### config.mk
export PLATFORM = sky130hd
export DESIGN_NAME = chebyshev_chaos_symbol_spreader_unit
export DESIGN_NICKNAME = d
export VERILOG_FILES = /design/src/hdl/ccs_pkg.sv /design/src/hdl/ccs_ctrl.sv /design/src/hdl/ccs_datapath.sv /design/src/hdl/chebyshev_chaos_symbol_spreader_unit.sv
export SDC_FILE = /design/constraint.sdc
export NUM_CORES = 2
export LEC_CHECK = 0
export BUFFER_PORTS_ARGS = -buffer_cell sky130_fd_sc_hd__buf_4
export CAP_MARGIN = 15
export CORE_MARGIN = 5
export CORE_UTILIZATION = 49
export CTS_BUF_LIST = sky130_fd_sc_hd__clkbuf_16
export CTS_CLUSTER_DIAMETER = 30
export DETAILED_ROUTE_END_ITERATION = 10
export SKIP_CTS_REPAIR_TIMING = 1
export SYNTH_ARGS = -nofsm -noshare
export SYNTH_HDL_FRONTEND = slang
export SYNTH_SLANG_ARGS = --single-unit
### constraint.sdc
create_clock -name aclk -period 10 [get_ports aclk]
set_clock_uncertainty 0.05 [all_clocks]
set_input_delay 0.5 -clock aclk [delete_from_list [all_inputs] [get_ports aclk]]
set_output_delay 0.5 -clock aclk [all_outputs]
set_load 0.05 [all_outputs]
### src/hdl/ccs_pkg.sv
// shared types, constants and the arctangent table for the chaos symbol spreader
// no dependencies; imported by ccs_ctrl, ccs_datapath and the top level
package ccs_pkg;

    localparam int unsigned MAX_CHIPS_DEF  = 64;
    localparam int unsigned NUM_POINTS_DEF = 4;

    // iteration counts of the shared cordic and of the bit-serial square root
    localparam int unsigned CORDIC_STEPS = 16;
    localparam int unsigned ROOT_STEPS   = 29;
    localparam int unsigned STEP_W       = $clog2(ROOT_STEPS);
    localparam int unsigned ATAN_IDX_W   = $clog2(CORDIC_STEPS);

    localparam int unsigned CFG_IDX_W  = 3;
    localparam int unsigned CFG_DATA_W = 64;

    localparam logic [CFG_IDX_W-1:0] CFG_CHIPS  = 3'd0;
    localparam logic [CFG_IDX_W-1:0] CFG_FIXED  = 3'd1;
    localparam logic [CFG_IDX_W-1:0] CFG_PTS01  = 3'd2;
    localparam logic [CFG_IDX_W-1:0] CFG_PTS23  = 3'd3;
    localparam logic [CFG_IDX_W-1:0] CFG_PARAMS = 3'd4;

    localparam logic [1:0] ERR_NONE     = 2'd0;
    localparam logic [1:0] ERR_NO_MATCH = 2'd1;
    localparam logic [1:0] ERR_PARAM    = 2'd2;

    // angles and gain in q28
    localparam logic signed [31:0] PI_Q28      = 32'sd843314857;
    localparam logic signed [31:0] HALF_PI_Q28 = 32'sd421657428;
    localparam logic signed [31:0] TWO_PI_Q28  = 32'sd1686629714;
    localparam logic signed [31:0] GAIN_Q28    = 32'sd163008219;

    localparam logic signed [15:0] FIXED_START_Q14 = 16'sd13107;
    localparam logic signed [15:0] ONE_Q14         = 16'sd16384;
    localparam logic [15:0]        PARAM_LOW_EXCL  = 16'd21299;
    localparam logic [15:0]        PARAM_HIGH_INCL = 16'd32768;

    typedef enum logic [3:0] {
        ST_IDLE,
        ST_SQUARE,
        ST_ROOT_INIT,
        ST_ROOT,
        ST_ACOS_INIT,
        ST_ACOS,
        ST_MUL,
        ST_WRAP,
        ST_COS_INIT,
        ST_COS,
        ST_EMIT
    } ccs_state_t;

    typedef struct packed {
        logic              load_in;
        logic              square;
        logic              root_init;
        logic              root_step;
        logic              acos_init;
        logic              vec_step;
        logic              rot_step;
        logic              mul;
        logic              wrap;
        logic              cos_init;
        logic              emit;
        logic [STEP_W-1:0] step;
    } ccs_cmd_t;

    typedef struct packed {
        logic err;
        logic last;
        logic out_free;
    } ccs_status_t;

    // atan(2^-i) in q28
    function automatic logic signed [31:0] ccs_atan(input logic [ATAN_IDX_W-1:0] idx);
        logic signed [31:0] v;
        case (idx)
            4'd0:  v = 32'sd210828714;
            4'd1:  v = 32'sd124459457;
            4'd2:  v = 32'sd65760959;
            4'd3:  v = 32'sd33381290;
            4'd4:  v = 32'sd16755422;
            4'd5:  v = 32'sd8385879;
            4'd6:  v = 32'sd4193963;
            4'd7:  v = 32'sd2097109;
            4'd8:  v = 32'sd1048571;
            4'd9:  v = 32'sd524287;
            4'd10: v = 32'sd262144;
            4'd11: v = 32'sd131072;
            4'd12: v = 32'sd65536;
            4'd13: v = 32'sd32768;
            4'd14: v = 32'sd16384;
            default: v = 32'sd8192;
        endcase
        return v;
    endfunction

endpackage

### src/hdl/ccs_ctrl.sv
// sequencer for the chaos symbol spreader: walks each chip through
// square, root, arccosine, multiply and cosine; uses ccs_pkg
module ccs_ctrl (
    input  logic                  aclk,
    input  logic                  aresetn,
    input  logic                  s_valid,
    output logic                  s_ready,
    input  ccs_pkg::ccs_status_t  status,
    output ccs_pkg::ccs_cmd_t     cmd
);
    import ccs_pkg::*;

    ccs_state_t        state_reg, state_next;
    logic [STEP_W-1:0] step_reg, step_next;
    logic              root_last, cordic_last;

    assign root_last   = (step_reg == STEP_W'(ROOT_STEPS - 1));
    assign cordic_last = (step_reg == STEP_W'(CORDIC_STEPS - 1));

    always_ff @(posedge aclk) begin
        if (!aresetn) begin
            state_reg <= ST_IDLE;
            step_reg  <= '0;
        end else begin
            state_reg <= state_next;
            step_reg  <= step_next;
        end
    end

    always_comb begin
        state_next = state_reg;
        unique case (state_reg)
            ST_IDLE:      if (s_valid) state_next = ST_SQUARE;
            ST_SQUARE:    state_next = status.err ? ST_EMIT : ST_ROOT_INIT;
            ST_ROOT_INIT: state_next = ST_ROOT;
            ST_ROOT:      if (root_last) state_next = ST_ACOS_INIT;
            ST_ACOS_INIT: state_next = ST_ACOS;
            ST_ACOS:      if (cordic_last) state_next = ST_MUL;
            ST_MUL:       state_next = ST_WRAP;
            ST_WRAP:      state_next = ST_COS_INIT;
            ST_COS_INIT:  state_next = ST_COS;
            ST_COS:       if (cordic_last) state_next = ST_EMIT;
            ST_EMIT: begin
                if (status.out_free)
                    state_next = (status.err || status.last) ? ST_IDLE : ST_SQUARE;
            end
            default:      state_next = ST_IDLE;
        endcase
    end

    always_comb begin
        case (state_reg) inside
            ST_ROOT, ST_ACOS, ST_COS: step_next = step_reg + 1'b1;
            default:                  step_next = '0;
        endcase
    end

    always_comb begin
        cmd      = '0;
        cmd.step = step_reg;
        unique case (state_reg)
            ST_IDLE:      cmd.load_in   = s_valid;
            ST_SQUARE:    cmd.square    = 1'b1;
            ST_ROOT_INIT: cmd.root_init = 1'b1;
            ST_ROOT:      cmd.root_step = 1'b1;
            ST_ACOS_INIT: cmd.acos_init = 1'b1;
            ST_ACOS:      cmd.vec_step  = 1'b1;
            ST_MUL:       cmd.mul       = 1'b1;
            ST_WRAP:      cmd.wrap      = 1'b1;
            ST_COS_INIT:  cmd.cos_init  = 1'b1;
            ST_COS:       cmd.rot_step  = 1'b1;
            ST_EMIT:      cmd.emit      = status.out_free;
            default:      cmd.load_in   = 1'b0;
        endcase
    end

    assign s_ready = (state_reg == ST_IDLE);

endmodule

### src/hdl/ccs_datapath.sv
// datapath of the chaos symbol spreader: config registers, point match,
// square root, shared cordic, multiplier and output register; uses ccs_pkg
module ccs_datapath #(
    parameter int unsigned MAX_CHIPS  = ccs_pkg::MAX_CHIPS_DEF,
    parameter int unsigned NUM_POINTS = ccs_pkg::NUM_POINTS_DEF
) (
    input  logic                             aclk,
    input  logic                             aresetn,
    input  logic                             cfg_wr_en,
    input  logic [ccs_pkg::CFG_IDX_W-1:0]    cfg_index,
    input  logic [ccs_pkg::CFG_DATA_W-1:0]   cfg_wdata,
    input  logic signed [15:0]               s_symbol_i,
    input  logic signed [15:0]               s_symbol_q,
    input  logic [14:0]                      s_start_value,
    input  ccs_pkg::ccs_cmd_t                cmd,
    output ccs_pkg::ccs_status_t             status,
    output logic                             m_valid,
    input  logic                             m_ready,
    output logic signed [15:0]               m_chip_value,
    output logic                             m_last_chip,
    output logic [1:0]                       m_error_code
);
    import ccs_pkg::*;

    localparam int unsigned CNT_W = $clog2(MAX_CHIPS + 1);

    // configuration
    logic [6:0]  cps_reg;
    logic        fixed_reg;
    logic [63:0] pts01_reg, pts23_reg, params_reg;

    always_ff @(posedge aclk) begin
        if (!aresetn) begin
            cps_reg    <= 7'd16;
            fixed_reg  <= 1'b0;
            pts01_reg  <= '0;
            pts23_reg  <= '0;
            params_reg <= '0;
        end else if (cfg_wr_en) begin
            unique case (cfg_index)
                CFG_CHIPS:  cps_reg    <= cfg_wdata[6:0];
                CFG_FIXED:  fixed_reg  <= cfg_wdata[0];
                CFG_PTS01:  pts01_reg  <= cfg_wdata;
                CFG_PTS23:  pts23_reg  <= cfg_wdata;
                CFG_PARAMS: params_reg <= cfg_wdata;
                default:    cps_reg    <= cps_reg;
            endcase
        end
    end

    // first matching point and its parameter
    logic             found;
    logic [15:0]      a_in;
    logic [63:0]      pt_word;
    logic [1:0]       err_in;
    logic [CNT_W-1:0] n_in;
    logic signed [15:0] x_in;

    always_comb begin
        found   = 1'b0;
        a_in    = '0;
        pt_word = '0;
        for (int j = 0; j < NUM_POINTS; j++) begin
            pt_word = (j < 2) ? pts01_reg : pts23_reg;
            if (!found && pt_word[(j % 2) * 32 +: 16] == s_symbol_i
                    && pt_word[(j % 2) * 32 + 16 +: 16] == s_symbol_q) begin
                found = 1'b1;
                a_in  = params_reg[j * 16 +: 16];
            end
        end
        if (!found)
            err_in = ERR_NO_MATCH;
        else if (a_in <= PARAM_LOW_EXCL || a_in > PARAM_HIGH_INCL)
            err_in = ERR_PARAM;
        else
            err_in = ERR_NONE;

        if (cps_reg == 7'd0)
            n_in = CNT_W'(1);
        else if (cps_reg > 7'(MAX_CHIPS))
            n_in = CNT_W'(MAX_CHIPS);
        else
            n_in = CNT_W'(cps_reg);

        if (fixed_reg)
            x_in = FIXED_START_Q14;
        else if (s_start_value > 15'(ONE_Q14))
            x_in = ONE_Q14;
        else
            x_in = $signed({1'b0, s_start_value});
    end

    // per-symbol state
    logic [1:0]         err_reg;
    logic [15:0]        a_reg;
    logic signed [15:0] x_reg;
    logic [CNT_W-1:0]   cnt_reg;
    logic signed [15:0] chip_res;

    always_ff @(posedge aclk) begin
        if (cmd.load_in) begin
            err_reg <= err_in;
            a_reg   <= a_in;
            x_reg   <= x_in;
            cnt_reg <= n_in;
        end else if (cmd.emit) begin
            if (err_reg == ERR_NONE)
                x_reg <= chip_res;
            cnt_reg <= cnt_reg - 1'b1;
        end
    end

    // bit-serial floor square root of (1 - x^2) scaled to q28
    logic [28:0]        sq_reg;
    logic signed [31:0] sq_full;
    logic [57:0]        rad_reg;
    logic [30:0]        rem_reg;
    logic [28:0]        root_reg;
    logic [32:0]        rem_sh, trial;
    logic               ge;

    assign sq_full = x_reg * x_reg;
    assign rem_sh  = {rem_reg, rad_reg[57:56]};
    assign trial   = {2'b00, root_reg, 2'b01};
    assign ge      = (rem_sh >= trial);

    always_ff @(posedge aclk) begin
        if (cmd.square)
            sq_reg <= sq_full[28:0];
        if (cmd.root_init) begin
            rad_reg  <= {1'b0, 29'h1000_0000 - sq_reg, 28'd0};
            rem_reg  <= '0;
            root_reg <= '0;
        end else if (cmd.root_step) begin
            rad_reg  <= {rad_reg[55:0], 2'b00};
            rem_reg  <= ge ? 31'(rem_sh - trial) : rem_sh[30:0];
            root_reg <= {root_reg[27:0], ge};
        end
    end

    // shared cordic, vectoring for arccosine and rotation for cosine
    logic signed [31:0] cx_reg, cy_reg, cz_reg;
    logic               neg_reg;
    logic signed [48:0] prod_reg;
    logic signed [31:0] sh_x, sh_y, at, xs, ys;
    logic [ATAN_IDX_W-1:0] idx;
    logic               pos;
    logic signed [48:0] prod_rnd;
    logic signed [34:0] th35, th_wrap;

    assign idx  = cmd.step[ATAN_IDX_W-1:0];
    assign sh_x = cx_reg >>> idx;
    assign sh_y = cy_reg >>> idx;
    assign at   = ccs_atan(idx);
    assign pos  = cmd.vec_step ? !cy_reg[31] : cz_reg[31];
    assign xs   = {{2{x_reg[15]}}, x_reg, 14'd0};
    assign ys   = {3'b000, root_reg};

    assign prod_rnd = prod_reg + 49'sd8192;
    assign th35     = prod_rnd[48:14];

    always_comb begin
        if (th35 > 35'(PI_Q28))
            th_wrap = th35 - 35'(TWO_PI_Q28);
        else if (th35 < -35'(PI_Q28))
            th_wrap = th35 + 35'(TWO_PI_Q28);
        else
            th_wrap = th35;
    end

    always_ff @(posedge aclk) begin
        if (cmd.acos_init) begin
            if (xs[31]) begin
                cx_reg <= ys;
                cy_reg <= -xs;
                cz_reg <= HALF_PI_Q28;
            end else begin
                cx_reg <= xs;
                cy_reg <= ys;
                cz_reg <= '0;
            end
        end else if (cmd.vec_step || cmd.rot_step) begin
            cx_reg <= pos ? cx_reg + sh_y : cx_reg - sh_y;
            cy_reg <= pos ? cy_reg - sh_x : cy_reg + sh_x;
            cz_reg <= pos ? cz_reg + at   : cz_reg - at;
        end else if (cmd.wrap) begin
            cz_reg <= th_wrap[31:0];
        end else if (cmd.cos_init) begin
            cx_reg <= GAIN_Q28;
            cy_reg <= '0;
            if (cz_reg > HALF_PI_Q28) begin
                cz_reg  <= cz_reg - PI_Q28;
                neg_reg <= 1'b1;
            end else if (cz_reg < -HALF_PI_Q28) begin
                cz_reg  <= cz_reg + PI_Q28;
                neg_reg <= 1'b1;
            end else begin
                neg_reg <= 1'b0;
            end
        end
        if (cmd.mul)
            prod_reg <= $signed({1'b0, a_reg}) * cz_reg;
    end

    // round, undo the half-turn fold and clamp to [-1, 1]
    logic signed [31:0] x_rnd;
    logic signed [17:0] r18, r_sgn;

    assign x_rnd = cx_reg + 32'sd8192;
    assign r18   = x_rnd[31:14];
    assign r_sgn = neg_reg ? -r18 : r18;

    always_comb begin
        if (r_sgn > 18'sd16384)
            chip_res = ONE_Q14;
        else if (r_sgn < -18'sd16384)
            chip_res = -ONE_Q14;
        else
            chip_res = r_sgn[15:0];
    end

    // output register
    logic               m_valid_reg;
    logic signed [15:0] chip_reg;
    logic               last_reg;
    logic [1:0]         code_reg;

    always_ff @(posedge aclk) begin
        if (!aresetn)
            m_valid_reg <= 1'b0;
        else if (cmd.emit)
            m_valid_reg <= 1'b1;
        else if (m_ready)
            m_valid_reg <= 1'b0;
    end

    always_ff @(posedge aclk) begin
        if (cmd.emit) begin
            chip_reg <= (err_reg == ERR_NONE) ? chip_res : 16'sd0;
            last_reg <= (err_reg != ERR_NONE) || (cnt_reg == CNT_W'(1));
            code_reg <= err_reg;
        end
    end

    assign m_valid      = m_valid_reg;
    assign m_chip_value = chip_reg;
    assign m_last_chip  = last_reg;
    assign m_error_code = code_reg;

    assign status.err      = (err_reg != ERR_NONE);
    assign status.last     = (cnt_reg == CNT_W'(1));
    assign status.out_free = !m_valid_reg || m_ready;

endmodule

### src/hdl/chebyshev_chaos_symbol_spreader_unit.sv
// top level of the chebyshev-map chaos symbol spreader
// instantiates ccs_ctrl and ccs_datapath; uses ccs_pkg
//
// usage:
//   s_ channel takes one symbol item (i, q, start value); m_ channel gives
//   chip items, one per configured chip, the final one marked by m_last_chip.
//   a symbol matching no point, or whose map parameter lies outside (1.3, 2],
//   gives a single item with m_error_code set and m_chip_value zero.
//   configuration is written through cfg_wr_en / cfg_index / cfg_wdata while
//   the block is idle; indexes above four are ignored.
// timing:
//   one symbol is worked on at a time. each chip goes through a square,
//   a 29-step bit-serial square root, a 16-step vectoring cordic for the
//   arccosine, a multiply, angle wrap and a 16-step rotation cordic for the
//   cosine. the block stays busy until the last chip of a symbol is emitted;
//   a symbol in error goes from the square step straight to its error item.
// reset and stalls:
//   aresetn (synchronous) restores the default configuration and idles the
//   block. a stalled m_ channel holds its item in the output register; the
//   next chip waits finished in the datapath until the register frees up.
module chebyshev_chaos_symbol_spreader_unit #(
    parameter int unsigned MAX_CHIPS  = ccs_pkg::MAX_CHIPS_DEF,
    parameter int unsigned NUM_POINTS = ccs_pkg::NUM_POINTS_DEF
) (
    input  logic                           aclk,
    input  logic                           aresetn,
    input  logic                           cfg_wr_en,
    input  logic [ccs_pkg::CFG_IDX_W-1:0]  cfg_index,
    input  logic [ccs_pkg::CFG_DATA_W-1:0] cfg_wdata,
    input  logic                           s_valid,
    output logic                           s_ready,
    input  logic signed [15:0]             s_symbol_i,
    input  logic signed [15:0]             s_symbol_q,
    input  logic [14:0]                    s_start_value,
    output logic                           m_valid,
    input  logic                           m_ready,
    output logic signed [15:0]             m_chip_value,
    output logic                           m_last_chip,
    output logic [1:0]                     m_error_code
);
    import ccs_pkg::*;

    ccs_cmd_t    cmd;
    ccs_status_t status;

    ccs_ctrl u_ctrl (
        .aclk    (aclk),
        .aresetn (aresetn),
        .s_valid (s_valid),
        .s_ready (s_ready),
        .status  (status),
        .cmd     (cmd)
    );

    ccs_datapath #(
        .MAX_CHIPS  (MAX_CHIPS),
        .NUM_POINTS (NUM_POINTS)
    ) u_datapath (
        .aclk          (aclk),
        .aresetn       (aresetn),
        .cfg_wr_en     (cfg_wr_en),
        .cfg_index     (cfg_index),
        .cfg_wdata     (cfg_wdata),
        .s_symbol_i    (s_symbol_i),
        .s_symbol_q    (s_symbol_q),
        .s_start_value (s_start_value),
        .cmd           (cmd),
        .status        (status),
        .m_valid       (m_valid),
        .m_ready       (m_ready),
        .m_chip_value  (m_chip_value),
        .m_last_chip   (m_last_chip),
        .m_error_code  (m_error_code)
    );

    // one symbol in flight at a time
    a_single_item: assert property (@(posedge aclk) disable iff (!aresetn)
        s_valid && s_ready |=> !s_ready)
        else $error("second item accepted while one is in flight");

    // an error item is always the only and last item of its symbol
    a_err_item: assert property (@(posedge aclk) disable iff (!aresetn)
        m_valid && m_error_code != ERR_NONE |-> m_last_chip && m_chip_value == 16'sd0)
        else $error("error item not marked last or carries a chip value");

    // chips stay within [-1, 1]
    a_chip_range: assert property (@(posedge aclk) disable iff (!aresetn)
        m_valid |-> m_chip_value <= 16'sd16384 && m_chip_value >= -16'sd16384)
        else $error("chip value outside [-1, 1]");

endmodule
==> impl_metrics.json <==
{
  "status": "finished clean",
  "final.setup.worst_slack_ps": 1280,
  "antenna_found_initial": 3,
  "ys_types": 102,
  "cts.sinks": 547,
  "synth.net_count": 8763,
  "cp_max_fo": 21,
  "cts_tree": "yes",
  "syn-cell-area_sq_um": 65900,
  "finalCritPeriodShare": 0.872,
  "io_pins": 140,
  "worstSetupPathType": "reg2reg",
  "crit_required_ps": 10450,
  "ys_seq_area_frac": 0.204,
  "die-area_sq_um": 142000,
  "fin_tns_setup_ps": 0,
  "start_util": 0.493,
  "track_usage": 0.293,
  "nets": 8850,
  "post-route-cell-area_sq_um": 74900,
  "arrival_ps": 9170,
  "first_global_vias": 55036,
  "worstReg2RegStart": "u_datapath.a_reg[13]$_DFFE_PP_",
  "cpMostUsedCell": "fa_1",
  "postSynthAreaPerCell_sq_um": 8.72,
  "hold_class": "in2reg",
  "portBuffers": 139,
  "clkTransAtPathRegs_ps": 50,
  "grt_pass1_wl_mm": 325,
  "start_kind": "flop",
  "cp_slowest_stage_delay_ps": 1010,
  "hold_end": "u_datapath.params_reg[20]$_SDFFE_PN0P_",
  "cts_root_buffer": "clkbuf_16",
  "hold_depth": 3,
  "reg2reg_to": "u_datapath.prod_reg[47]$_DFFE_PP_",
  "drv_slew": 0,
  "synth-edff-count": 249,
  "maxCapViolCount": 0,
  "synth-main-ff-cell": "dfxtp_1",
  "overflow": 0,
  "h-tree-depth": 4,
  "wl_per_cell_microns": 21.8,
  "die_x_microns": 377,
  "synth_cells": 7561,
  "synth.area.mux_share": 0.0452,
  "clkLatencyLatePin_ps": 790,
  "syn2layout_area_growth_pct": 13.6,
  "synth-simple-area-share": 0.172,
  "fp.dieH_microns": 377,
  "rows": 134,
  "via_per_inst": 5.74,
  "synth_top_family_by_area": "adder cells",
  "setup-violations-final": 0,
  "relSlewSlack": 0.299,
  "cts-buffers-inserted": 154,
  "cp_slowest_cell": "edfxtp_1",
  "drt_iter0_drc": 4395,
  "num_vias": 54831,
  "place_area_sq_um": 68500,
  "worstHoldStart": "cfg_wdata[20]",
  "synth_compound_area_frac": 0.137,
  "synth-adder-area-share": 0.286,
  "grt_max_degree": 119,
  "synth_warnings": 0,
  "worst_slew_pin_slew_ps": 1050,
  "drive_above_1_share": 0.0913,
  "drc": 0,
  "synth-xor-area-share": 0.0736,
  "core_area_sq_um": 134000,
  "gp_congestion": 0.955,
  "crit_chain": "buf_4 > and2_1 > fa_1 > fa_1 > fa_1 > fa_1 > fa_1 > inv_1 > fa_1 > inv_1 > ha_1 > a21o_1 > a21o_1 > a21oi_1 > o21ai_0 > a311o_1 > a21oi_1 > o21ai_0 > a31oi_1 > o311ai_0 > a21oi_1 > xnor2_1",
  "rsz0062_at_grt": "no",
  "dp.cells": 9196,
  "ant_nets": 0,
  "ys_ff_latch": 547,
  "wl_mm": 209,
  "cp-end-kind": "flop",
  "instances_no_fill": 9552,
  "max_freq_mhz": 115,
  "r2r_cells": 22,
  "hpwl_mm": 159,
  "pre_cts_ws_ps": 1340,
  "r2r_setup_slack_ps": 1280,
  "first_pass_iters": 6,
  "clock_path_buffers": 3,
  "async_flop_share": 0,
  "fin_crit_ps": 8720,
  "hold_viol": 0
}
==> how the worst max path moves through the flow <==
stage	end	start	slack (ps)
2_1_floorplan	u_datapath.prod_reg[47]$_DFFE_PP_	u_datapath.cz_reg[5]$_SDFFCE_PP0P_	2970
3_3_place_gp	u_datapath.prod_reg[47]$_DFFE_PP_	u_datapath.cz_reg[6]$_DFFE_PP_	1320
3_5_place_dp	u_datapath.prod_reg[47]$_DFFE_PP_	u_datapath.cz_reg[6]$_DFFE_PP_	1340
4_1_cts	u_datapath.prod_reg[47]$_DFFE_PP_	u_datapath.cz_reg[6]$_DFFE_PP_	1320
5_1_grt	u_datapath.prod_reg[47]$_DFFE_PP_	u_datapath.cz_reg[5]$_SDFFCE_PP0P_	920
6_report	u_datapath.prod_reg[47]$_DFFE_PP_	u_datapath.a_reg[13]$_DFFE_PP_	1280
==> cell families (layout without fill, tap and decap cells) <==
kind of cell,after synthesis,in the layout
AND/OR/NAND/NOR,2375,2375
flip-flops,547,547
XOR/XNOR,553,553
adder cells (fa/ha/maj),1083,1083
AO/OA/AOI/OAI,1381,1381
multiplexers,203,203
other,0,4
buffers and inverters,1419,1638
==> cell usage after synthesis (all sizes together) (25+ instances only) <==
cell / number / area (sq um)
o21bai: 25 / 188
or3: 39 / 249
nand2: 1107 / 4160
mux4: 72 / 1620
mux2i: 96 / 961
o21a: 50 / 375
nor4: 60 / 394
a21o: 89 / 668
a21boi: 204 / 1530
o31ai: 35 / 268
xor2: 217 / 1900
o21ai: 333 / 1670
inv: 1042 / 3910
o22ai: 33 / 206
edfxtp: 249 / 7480
xnor2: 336 / 2950
buf: 72 / 382
fa: 707 / 14200
nand4: 62 / 422
nor3: 84 / 450
nor2: 316 / 1190
nor2b: 43 / 269
a211oi: 37 / 290
nand3: 140 / 706
dfxtp: 298 / 5970
and3: 50 / 313
and2: 305 / 1910
a31oi: 52 / 325
or2: 28 / 175
o211ai: 36 / 270
ha: 376 / 4700
mux2: 35 / 394
nand2b: 53 / 332
a22oi: 29 / 243
a21oi: 286 / 1440
clkbuf: 299 / 1120
==> critical path, delay by kind of cell, from the launching register on <==
kind | cells | cell delay (ps)
fa+ha+maj | 7 | 3390
compound gates | 10 | 3300
flops | 1 | 1010
buf+inv | 3 | 460
simple gates | 1 | 190
xor+xnor | 1 | 80
==> routing by layer <==
layer,share of wire,up-vias,global-route usage,wire length (microns)
met5,0.000053,-,0,11
met4,0.044,2,0.118,9220
met3,0.076,397,0.0490,15900
met2,0.45,2109,0.462,94200
met1,0.43,27044,0.404,89300
li1,-,25279,-,-
==> cell type report <==
| cell class | instances | area [sq um] |
|---|---|---|
| Sequential cell | 547 | 13500 |
| Clock inverter | 132 | 1780 |
| Inverter | 1048 | 3930 |
| Fill cell | 12146 | 58800 |
| Clock buffer | 156 | 3900 |
| Multi-Input combinational cell | 5595 | 47100 |
| Timing Repair Buffer | 302 | 2450 |
| Antenna cell | 4 | 10.0 |
| Tap cell | 1768 | 2210 |
==> cell usage in the layout (no fill, tap or decap), drive strengths merged, types with 204 or more instances in the layout <==
master  synthesis  layout
ha            376     376
inv          1042    1066
xnor2         336     336
buf            72     241
a21boi        204     204
xor2          217     217
a21oi         286     286
nor2          316     316
and2          305     305
nand2        1107    1107
o21ai         333     333
edfxtp        249     249
fa            707     707
dfxtp         298     298
==> per-stage QoR <==
stage / hold WS (ps) / utilization
floorplan: 376 / -
global placement: 393 / 0.513
detailed placement: 404 / 0.513
CTS: -94.9 / 0.555
global route: 0.367 / 0.560
finish: 12.9 / 0.560
Power is not shown: default switching activity piles up to over one toggle a cycle in this logic, so the estimate is an artifact.
